<file path="src/design/fac_pkg.sv">
// ----------------------------------------------------------------------------
// fac_pkg
// Shared types, widths and helper functions for the frustum box culling unit.
// ----------------------------------------------------------------------------
package fac_pkg;

  localparam int COORD_W        = 16;
  localparam int SUM_W          = COORD_W + 1;
  localparam int PROD_W         = 2 * SUM_W;
  localparam int ACC_W          = PROD_W + 4;
  localparam int W_SHIFT        = 15;
  localparam int AXES           = 3;
  localparam int AXIS_W         = 2;
  localparam int PLANE_W        = 64;
  localparam int REG_COUNT      = 6;
  localparam int REG_IDX_W      = 3;
  localparam int ADDR_W         = 6;
  localparam int ADDR_LSB       = 3;
  localparam int NUM_PLANES_DEF = 6;
  localparam int VERDICT_W      = 2;

  localparam logic [VERDICT_W-1:0] VERDICT_INSIDE    = 2'd0;
  localparam logic [VERDICT_W-1:0] VERDICT_INTERSECT = 2'd1;
  localparam logic [VERDICT_W-1:0] VERDICT_OUTSIDE   = 2'd2;
  localparam logic [VERDICT_W-1:0] VERDICT_RSVD      = 2'd3;

  typedef logic signed [COORD_W-1:0] coord_t;
  typedef logic signed [SUM_W-1:0]   sum_t;
  typedef logic signed [PROD_W-1:0]  prod_t;
  typedef logic signed [ACC_W-1:0]   acc_t;

  typedef struct packed {
    logic prod;
    logic acc;
  } stage_en_t;

  typedef struct packed {
    logic contained;
    logic outside;
  } plane_class_t;

  function automatic coord_t plane_normal(input logic [PLANE_W-1:0] r,
                                          input logic [AXIS_W-1:0] axis);
    return r[axis*COORD_W +: COORD_W];
  endfunction

  function automatic coord_t plane_offset(input logic [PLANE_W-1:0] r);
    return r[PLANE_W-1 -: COORD_W];
  endfunction

endpackage

</file>
<file path="src/design/fac_plane_regs.sv">
// ----------------------------------------------------------------------------
// fac_plane_regs
// Register file holding the six packed frustum planes behind an APB-style port.
// ----------------------------------------------------------------------------
module fac_plane_regs (
  input  logic                                               clk,
  input  logic                                               rst,
  input  logic                                               psel,
  input  logic                                               penable,
  input  logic                                               pwrite,
  input  logic [fac_pkg::ADDR_W-1:0]                         paddr,
  input  logic [fac_pkg::PLANE_W-1:0]                        pwdata,
  output logic [fac_pkg::PLANE_W-1:0]                        prdata,
  output logic                                               pready,
  output logic [fac_pkg::REG_COUNT-1:0][fac_pkg::PLANE_W-1:0] planes
);
  import fac_pkg::*;

  logic [REG_IDX_W-1:0] idx;
  logic                 idx_ok;

  assign idx    = paddr[ADDR_W-1:ADDR_LSB];
  assign idx_ok = idx < REG_IDX_W'(REG_COUNT);
  assign pready = 1'b1;

  always_ff @(posedge clk) begin
    if (rst) begin
      planes <= '0;
    end else if (psel && penable && pwrite && idx_ok) begin
      planes[idx] <= pwdata;
    end
  end

  always_comb begin
    prdata = '0;
    if (idx_ok) begin
      prdata = planes[idx];
    end
  end

endmodule

</file>
<file path="config.mk">
export PLATFORM = sky130hd
export DESIGN_NAME = fac_plane_regs
export DESIGN_NICKNAME = d
export VERILOG_FILES = /design/src/design/fac_pkg.sv /design/src/design/fac_plane_regs.sv
export SDC_FILE = /design/constraint.sdc
export NUM_CORES = 1
export LEC_CHECK = 0
export ABC_AREA = 0
export BUFFER_PORTS_ARGS = -buffer_cell sky130_fd_sc_hd__buf_2
export CAP_MARGIN = 10
export CORE_AREA = 2 2 206 208
export CTS_CLUSTER_DIAMETER = 30
export DETAILED_ROUTE_END_ITERATION = 12
export DIE_AREA = 0 0 208 210
export PLACE_DENSITY = 0.82
export REMOVE_ABC_BUFFERS = 1
export SLEW_MARGIN = 20
export SYNTH_ARGS = -nofsm -noshare
export SYNTH_HDL_FRONTEND = slang
export SYNTH_SLANG_ARGS = --single-unit
</file>
<file path="constraint.sdc">
create_clock -name clk -period 1.4 [get_ports clk]
set_clock_uncertainty 0.15 [all_clocks]
set_input_delay 0.07 -clock clk [delete_from_list [all_inputs] [get_ports clk]]
set_output_delay 0.07 -clock clk [all_outputs]
set_load 0.05 [all_outputs]
</file>
==> run_results.csv, run 1 <==
group,metric,value,unit
critical_path,rr_startpoint,"planes[119]",
finish,fillers,1861,
clock_network,clock_latency,0.60,ns
outcome,status,"finished, violations left",
placed_design,port_buffers,519,
timing,maxSlewHeadroom,0.519,
synthesis,syn_inst,1707,
placed_design,place_area,22500,um^2
critical_path,cp-end-kind,"output port",
timing,max_freq,0.465,GHz
critical_path,critPathArrivalTime,1.93,ns
global_route,grt_pass1_vias,20400,
route,dr_wl_met2,46800,um
clock_network,cts_sinks,384,
finish,largest_reg_flops,384,
floorplan,dieArea,43700,um^2
finish,multi_input_area,10600,um^2
finish,seq_area,8270,um^2
synthesis,avgSynthCellArea,10.6,um^2
global_route,grt_pass1_wl,129000,um
finish,final_nets,2611,
power_and_ir_drop,power.leakage,0.0154,uW
floorplan,io_pins,524,
hold_path,worstHoldStart,"penable",
finish,final_area,32900,um^2
critical_path,crit_fanout,2,
route,wl_per_cell,32.2,um
hold_path,holdPathEnd,"planes[144]",
power_and_ir_drop,comb_power_share,0.084,
critical_path,crit_type,"flip-flop to output port",
hold_path,whs_path_depth,4,
placed_design,gp_congestion,0.883,
finish,final_common_cell,"nand2b_1",
route,drc,0,
clock_network,cts_tree,"done",
floorplan,placeableCoreArea,41500,um^2
finish,finalNonFillerCells,3146,
power_and_ir_drop,p_switching,9120,uW
route,ant_nets,0,
timing,fin_crit,2.15,ns
synthesis,syn-cell-area,18100,um^2
critical_path,r2r_cells,4,
timing,rsz0062_at_grt,"true",
finish,final_layout_size_suffix_gt1_frac,0.618,
timing,slew_violations,0,
timing,hold_viol,0,
finish,post-route-util,0.792,
finish,largest-register,"planes",
floorplan,die_w,208,um
power_and_ir_drop,power.density,1090,nW/um^2
synthesis,ys_warn_count,0,
synthesis,ys_seq_elements,384,
run,max_cap_violations,0,
global_route,grt_start_max_net_pins,79,
floorplan,fp.dieH,210,um
global_route,antenna_found_initial,6,
hold_path,min-delay-path-class,"input port to flip-flop",
timing,fin_ws,-0.753,ns
power_and_ir_drop,power.share.switching,0.254,
finish,area_growth,81.4,%
power_and_ir_drop,peakVddDrop,1120,uV
critical_path,critPathRequiredTime,1.18,ns
global_route,grtUsageTotal,0.388,
synthesis,synthDistinctLibCells,32,
route,vias,19800,
placed_design,dp_hpwl,43700,um
clock_network,cts_max_level,3,
critical_path,worstSetupStartpointType,"flip-flop",
finish,reg_top3,"planes x384",
clock_network,clk_transition_reported_paths,0.05,ns
power_and_ir_drop,sequentialPowerShare,0.309,
route,dr.pass1.iters,5,
route,drt_iter0_drc,1898,
route,wl_met3,11000,um
placed_design,dp_slack,-0.521,ns
clock_network,cts_root_buffer,"clkbuf_16",
global_route,grt_overflow,0,
clock_network,clock_path_buffers,3,
route,top_layer_used,"met5",
placed_design,placed_cells,2803,
critical_path,r2r_end,"planes[119]",
power_and_ir_drop,internal-power,26700,uW
timing,max_slew.worst_pin.slew,0.702,ns
timing,min_period_over_period,1.54,
finish,layout_common_cells,"nand2b_1 (428), mux2i_1 (395), buf_6 (395)",
critical_path,r2r_setup_slack,-0.11,ns
outcome,violations,"negative setup slack",
floorplan,start_util,0.437,
route,wl,101000,um
power_and_ir_drop,clkPwrFrac,0.608,
route,avgViaCountPerCell,6.31,
floorplan,rows,75,
route,wl_met1,32700,um
clock_network,cts_buffers,81,
timing,finalSetupViolations,283,
synthesis,ys_seq_area_frac,0.425,
==> critical path, stage by stage, from the launching register on <==
cell	delay [ns]
dfxtp_2	0.32
mux2_4	0.28
a32oi_2	0.39
o21ai_1	0.15
buf_6	0.18
==> repair_timing <==
item	CTS	global route
hold buffers	65	0
endpoints found under the setup margin	448	347
hold endpoints to repair	384	0
cloned	0	1
gates resized for setup	1556	397
buffers inserted	51	150
pin swaps	33	47
==> cells by family after synthesis <==
kind of cell,after synthesis,share of synthesized area
flip-flops,384,0.425
AO/OA/AOI/OAI,163,0.0701
other,1,0.000207
buffers and inverters,170,0.0493
multiplexers,515,0.292
AND/OR/NAND/NOR,474,0.164
==> power by group through the flow <==
stage                     clock network [uW]  registers [uW]  logic, uW
after CTS                              21100           11100       2570
after detailed placement                   0           11300       2150
after global routing                   22200           11100       3030
after floorplan                            0           11600        823
after global placement                     0           11300       2120
final                                  21800           11100       3000
==> cell usage after synthesis <==
master,n,area [um^2]
nor2_1,2,7.51
a22oi_1,36,270
clkbuf_1,69,259
and2b_1,1,7.51
buf_1,1,3.75
buf_6,11,124
a221o_1,25,250
mux2_2,99,1110
a221oi_1,14,123
o211ai_1,1,7.51
nand2_2,3,18.8
o32ai_1,25,219
and2_1,3,18.8
buf_2,26,130
and2_4,2,17.5
buf_4,37,278
o21ai_0,24,120
o22a_1,2,17.5
nand2b_1,451,2820
nand2_1,3,11.3
or2_2,2,12.5
dfxtp_1,384,7690
mux2i_1,416,4160
and4_1,1,8.76
a32oi_1,22,193
conb_1,1,3.75
clkinv_1,1,3.75
inv_1,25,93.8
nor2b_1,3,18.8
and4b_1,1,10.0
nand2_4,2,22.5
a21oi_1,14,70.1
==> worst max path at each step <==
stage,startpoint,endpoint
CTS,planes[45],prdata[45]
finish,planes[108],prdata[44]
detailed placement,paddr[5],prdata[46]
global placement,paddr[5],prdata[46]
floorplan,paddr[5],planes[192]
global route,planes[108],prdata[44]
==> cell type report <==
type,instances,area share
antenna,5,0.000381
clock buffer,108,0.0713
clock inverter,41,0.0204
inverter,26,0.00297
multi-input combinational,1153,0.323
sequential,384,0.252
tap,539,0.0205
timing repair buffer,890,0.309
==> metal layers <==
metal  GRT usage  vias up
met2       0.648     1882
met1       0.408     9452
met3       0.112      846
met4       0.315        2
li1            -     7666
met5           0        -
==> through the flow <==
step / total power (uW) / TNS [ns] / hold WS (ns)
4_1_cts: 34800 / -35.49 / -0.00822
2_1_floorplan: 12400 / -507.18 / 0.100
3_5_place_dp: 13500 / -155.30 / 0.315
5_1_grt: 36300 / -50.68 / 0.0906
6_report: 35800 / -43.43 / 0.109
3_3_place_gp: 13400 / -146.24 / 0.301
No activity file was read; power rests on OpenSTA's default activity.
==> run 2: changes to the inputs <==
--- a/config.mk
+++ b/config.mk
@@ -13,8 +13,7 @@
 export DETAILED_ROUTE_END_ITERATION = 12
 export DIE_AREA = 0 0 208 210
 export PLACE_DENSITY = 0.82
-export REMOVE_ABC_BUFFERS = 1
-export SLEW_MARGIN = 20
+export SLEW_MARGIN = 10
 export SYNTH_ARGS = -nofsm -noshare
 export SYNTH_HDL_FRONTEND = slang
 export SYNTH_SLANG_ARGS = --single-unit
==> run 2 against run 1 <==
Compared with the run above: the run still ends with negative setup slack left; setup slack got worse by 0.070 ns; flip-flop and latch count did not move; register-to-register slack improved by 0.30 ns; first-iteration DRC count fell by 10%; clock power fell by 2%; clock-buffer cell count rose by 9; sequential power barely moved; wire length fell by 3.4%; utilization fell by 0.47 points.
==> run_results.csv, run 2 (synthesis results as in run 1) <==
group,metric,value,unit
global_route,grtUsageTotal,0.391,
timing,fin_crit,2.22,ns
finish,multi_input_area,11100,um^2
clock_network,cts_tree,"done",
critical_path,cp-endpoint,"prdata[31]",
route,drc,0,
placed_design,port_buffers,519,
power_and_ir_drop,clkPwrFrac,0.600,
global_route,grt_start_max_net_pins,84,
power_and_ir_drop,power.share.switching,0.251,
clock_network,clock_latency,0.59,ns
clock_network,cts_sinks,384,
timing,min_period_over_period,1.59,
route,wl_per_cell,31.2,um
timing,rsz0062_at_grt,"true",
floorplan,rows,75,
placed_design,gp_congestion,0.904,
finish,final_layout_size_suffix_gt1_frac,0.621,
timing,max_slew.worst_pin.slew,0.617,ns
hold_path,min-delay-path-class,"input port to flip-flop",
clock_network,clk_transition_reported_paths,0.05,ns
timing,hold_slack,0.228,ns
route,ant_nets,0,
route,top_layer_used,"met4",
power_and_ir_drop,p_switching,8920,uW
critical_path,crit_type,"flip-flop to output port",
route,wl_met3,9540,um
power_and_ir_drop,internal-power,26700,uW
critical_path,worstSetupStartpointType,"flip-flop",
placed_design,placed_cells,2803,
critical_path,crit_fanout,2,
placed_design,dp_hpwl,46700,um
finish,layout_common_cells,"nand2b_1 (430), mux2i_1 (403), dfxtp_2 (345)",
finish,largest_reg_flops,384,
floorplan,placeableCoreArea,41500,um^2
finish,fillers,1976,
critical_path,rr_startpoint,"planes[378]",
critical_path,critPathArrivalTime,2.00,ns
clock_network,clock_path_buffers,3,
global_route,grt_pass1_wl,130000,um
route,dr.pass1.iters,5,
critical_path,critPathLaunch,"planes[31]",
finish,area_growth,80.4,%
outcome,status,"finished, violations left",
floorplan,start_util,0.437,
critical_path,cp-end-kind,"output port",
timing,maxSlewHeadroom,0.589,
route,vias,19200,
route,drt_iter0_drc,1704,
timing,max_freq,0.450,GHz
clock_network,cts_root_buffer,"clkbuf_16",
outcome,violations,"negative setup slack",
critical_path,r2r_setup_slack,0.19,ns
timing,hold_viol,0,
route,wl_met1,32500,um
power_and_ir_drop,power.density,1090,nW/um^2
timing,finalSetupViolations,157,
power_and_ir_drop,power.leakage,0.0153,uW
power_and_ir_drop,p_total,35600,uW
power_and_ir_drop,sequentialPowerShare,0.312,
power_and_ir_drop,peakVddDrop,1700,uV
critical_path,r2r_cells,6,
finish,seq_area,8190,um^2
global_route,grt_overflow,0,
route,wl,97800,um
finish,finalNonFillerCells,3133,
placed_design,place_area,23500,um^2
critical_path,critPathRequiredTime,1.18,ns
floorplan,dieArea,43700,um^2
finish,final_area,32700,um^2
route,avgViaCountPerCell,6.14,
global_route,grt_pass1_vias,20300,
clock_network,cts_max_level,3,
floorplan,io_pins,524,
finish,final_nets,2600,
critical_path,r2r_end,"planes[378]",
timing,fin_ws,-0.823,ns
route,dr_wl_met2,45700,um
floorplan,fp.dieH,210,um
power_and_ir_drop,comb_power_share,0.087,
run,max_cap_violations,0,
finish,largest-register,"planes",
global_route,antenna_found_initial,2,
finish,reg_top3,"planes x384",
finish,final_common_cell,"nand2b_1",
clock_network,cts_buffers,86,
floorplan,die_w,208,um
synthesis,syn_nets,1782,
timing,slew_violations,0,
-- run 2: changes by cell type in the layout (fill, tap and decap cells not counted), moves of 16 or more --
cell	previous run	this run
buf_4	150	227
buf_6	395	325
dfxtp_4	44	18
a221o_1	25	0
a221o_2	0	25
o21ai_4	0	22
buf_8	131	111
dfxtp_1	5	21
-- run 2: worst min-delay path by stage --
| stage | start | end | slack (ns) | cells after the start |
|---|---|---|---|---|
| 2_1_floorplan | pwdata[39] | planes[167] | 0.17 | 2 |
| 3_3_place_gp | pwdata[30] | planes[222] | 0.30 | 3 |
| 3_5_place_dp | pwdata[43] | planes[43] | 0.32 | 3 |
| 4_1_cts | pwrite | planes[11] | 0.20 | 5 |
| 5_1_grt | pwrite | planes[28] | 0.24 | 5 |
| 6_report | pwrite | planes[18] | 0.23 | 5 |
-- run 2: final cells by class --
| cell class | count | area share |
|---|---|---|
| inverter | 26 | 0.00303 |
| tap | 539 | 0.0206 |
| multi-input combinational | 1153 | 0.339 |
| antenna | 3 | 0.000230 |
| sequential | 384 | 0.251 |
| timing repair buffer | 874 | 0.294 |
| clock buffer | 117 | 0.0760 |
| clock inverter | 37 | 0.0164 |
-- run 2: worst max-delay path, cell delays in order (launching register included) --
cell and delay (ns):
dfxtp_4 0.36, mux2i_4 0.33, o32ai_2 0.18, a221o_2 0.37, buf_8 0.16
-- run 2: stage by stage --
step / util / worst slack [ns] / TNS [ns]
2_1_floorplan: - / -0.213 / -3.19
3_3_place_gp: 0.566 / -0.492 / -100.15
3_5_place_dp: 0.566 / -0.512 / -116.68
4_1_cts: 0.755 / -0.588 / -33.78
5_1_grt: 0.787 / -0.783 / -41.23
6_report: 0.787 / -0.823 / -36.91
-- run 2: per-layer routing --
metal	GRT usage	vias to the layer above
met4	0.311	0
met1	0.417	9245
li1	-	7660
met5	0	-
met3	0.106	698
met2	0.658	1630
-- run 2: what timing repair did --
item	CTS	global route
pin swaps	44	46
gates resized for setup	1179	321
setup buffers	63	113
setup endpoints to repair	448	402
endpoints found under the hold margin	384	0
hold buffers	65	0
-- run 2: power groups by stage --
stage | combinational [uW] | sequential [uW] | clock (uW)
after floorplan | 1230 | 11600 | 0
after global placement | 2360 | 11300 | 0
after detailed placement | 2390 | 11300 | 0
after CTS | 2820 | 11100 | 21000
after global routing | 3150 | 11100 | 21900
final | 3110 | 11100 | 21400
==> run 3: changes to the inputs <==
--- a/config.mk
+++ b/config.mk
@@ -13,6 +13,7 @@
 export DETAILED_ROUTE_END_ITERATION = 12
 export DIE_AREA = 0 0 208 210
 export PLACE_DENSITY = 0.82
+export SKIP_CTS_REPAIR_TIMING = 1
 export SLEW_MARGIN = 10
 export SYNTH_ARGS = -nofsm -noshare
 export SYNTH_HDL_FRONTEND = slang
==> run 3 against run 2 <==
Compared with the run above: the flow still finishes with violations (negative setup slack); global-route usage is 8.9 points lower; highest routed layer unchanged; hold slack got worse by 0.0034 ns; largest power group unchanged; first-iteration DRC count down 16%; final cell count down 2.4%.
==> run_results.csv, run 3 (synthesis results as in run 1) <==
group,metric,value,unit
finish,final_area,31000,um^2
clock_network,cts_tree,"done",
placed_design,gp_congestion,0.904,
critical_path,crit_family,"compound AO/OA/AOI/OAI gates",
timing,fin_crit,2.09,ns
critical_path,cp_slowest_cell,"a221o_2",
critical_path,worst-path-stages,4,
clock_network,cts_root_buffer,"clkbuf_16",
route,avgViaCountPerCell,5.94,
floorplan,rows,75,
finish,fillers,2212,
timing,fin_ws,-0.694,ns
finish,area_growth,71.2,%
timing,slew_violations,0,
finish,final_nets,2525,
critical_path,crit_fanout,2,
floorplan,placeableCoreArea,41500,um^2
hold_path,whs_path_depth,5,
power_and_ir_drop,power.density,1140,nW/um^2
floorplan,die_w,208,um
power_and_ir_drop,power.leakage,0.0147,uW
route,wl_per_cell,27.9,um
finish,reg_top3,"planes x384",
critical_path,critPathRequiredTime,1.18,ns
timing,hold_viol,0,
critical_path,worstSetupStartpointType,"flip-flop",
global_route,grtUsageTotal,0.302,
timing,rsz0062_at_grt,"true",
clock_network,clk_transition_reported_paths,0.05,ns
placed_design,dp_hpwl,46700,um
timing,final.setup.tns,-34.87,ns
finish,final_layout_size_suffix_gt1_frac,0.590,
finish,layout_common_cells,"nand2b_1 (449), mux2i_1 (409), dfxtp_2 (346)",
critical_path,crit_type,"flip-flop to output port",
finish,largest_reg_flops,384,
clock_network,cts_max_level,3,
timing,maxSlewHeadroom,0.578,
global_route,grt_overflow,0,
route,dr.pass1.iters,5,
finish,largest-register,"planes",
timing,max_freq,0.477,GHz
critical_path,critPathBufInv,1,
outcome,violations,"negative setup slack",
critical_path,critPathArrivalTime,1.87,ns
finish,finalNonFillerCells,3059,
global_route,grt_pass1_vias,17200,
finish,post-route-util,0.747,
global_route,grt_start_max_net_pins,84,
placed_design,port_buffers,519,
floorplan,start_util,0.437,
route,wl,85500,um
critical_path,cp_cell_sequence,"mux2i_2 -> o32ai_4 -> a221o_2 -> buf_12",
floorplan,dieArea,43700,um^2
global_route,grt_pass1_wl,102000,um
finish,final_common_cell,"nand2b_1",
placed_design,placed_cells,2803,
critical_path,r2r_cells,4,
synthesis,syn_nets,1782,
route,drc,0,
timing,min_period_over_period,1.50,
outcome,status,"finished, violations left",
clock_network,clock_latency,0.59,ns
clock_network,clock_path_buffers,3,
timing,finalSetupViolations,123,
route,vias,18200,
clock_network,cts_sinks,384,
global_route,antenna_found_initial,3,
power_and_ir_drop,peakVddDrop,1290,uV
timing,max_slew.worst_pin.slew,0.632,ns
route,drt_iter0_drc,1430,
critical_path,cp_slowest_stage_delay,0.36,ns
placed_design,place_area,23500,um^2
run,max_cap_violations,0,
clock_network,cts_buffers,86,
finish,seq_area,8130,um^2
finish,multi_input_area,10800,um^2
floorplan,fp.dieH,210,um
hold_path,min-delay-path-class,"input port to flip-flop",
route,ant_nets,0,
critical_path,cp-end-kind,"output port",
floorplan,io_pins,524,
-- run 3: power breakdown --
part / internal, uW / switching [uW] / leakage (uW)
Clock: 14400 / 6740 / 0.00147
Combinational: 1180 / 1740 / 0.00993
Sequential: 11000 / 91.2 / 0.00327
-- run 3: worst reg2reg max path: cells and delay by family (launching register included) --
family	cells	cell delay [ns]
flops	1	0.33
buf+inv	2	0.22
simple gates	1	0.06
mux	1	0.19
-- run 3: layer usage --
metal / vias to the layer above / wire length, um / part of all wire / global-route usage
met5: - / 0 / 0 / 0
met4: 0 / 7130 / 0.083 / 0.185
met3: 487 / 7740 / 0.091 / 0.0805
met2: 1312 / 41100 / 0.48 / 0.500
met1: 8854 / 29500 / 0.35 / 0.351
li1: 7523 / - / - / -
-- run 3: cell type report --
class	instances	area share
Multi-Input combinational cell	1153	0.349
Timing Repair Buffer	799	0.266
Sequential cell	384	0.262
Clock buffer	117	0.0801
Tap cell	539	0.0218
Clock inverter	37	0.0173
Inverter	26	0.00319
Antenna cell	4	0.000323
-- run 3: final timing paths --
check,endpoint,start,slack [ns]
max,prdata[45],planes[301],-0.69
min,planes[18],pwrite,0.22
max reg2reg,planes[278],planes[278],0.35
min reg2reg,planes[126],planes[126],0.33
-- run 3: metrics by stage --
stage	total power (uW)	hold slack [ns]	setup WS, ns
2_1_floorplan	12800	0.170	-0.213
3_3_place_gp	13700	0.298	-0.492
3_5_place_dp	13700	0.317	-0.512
4_1_cts	34500	-0.304	-0.738
5_1_grt	35800	0.225	-0.721
6_report	35200	0.224	-0.694
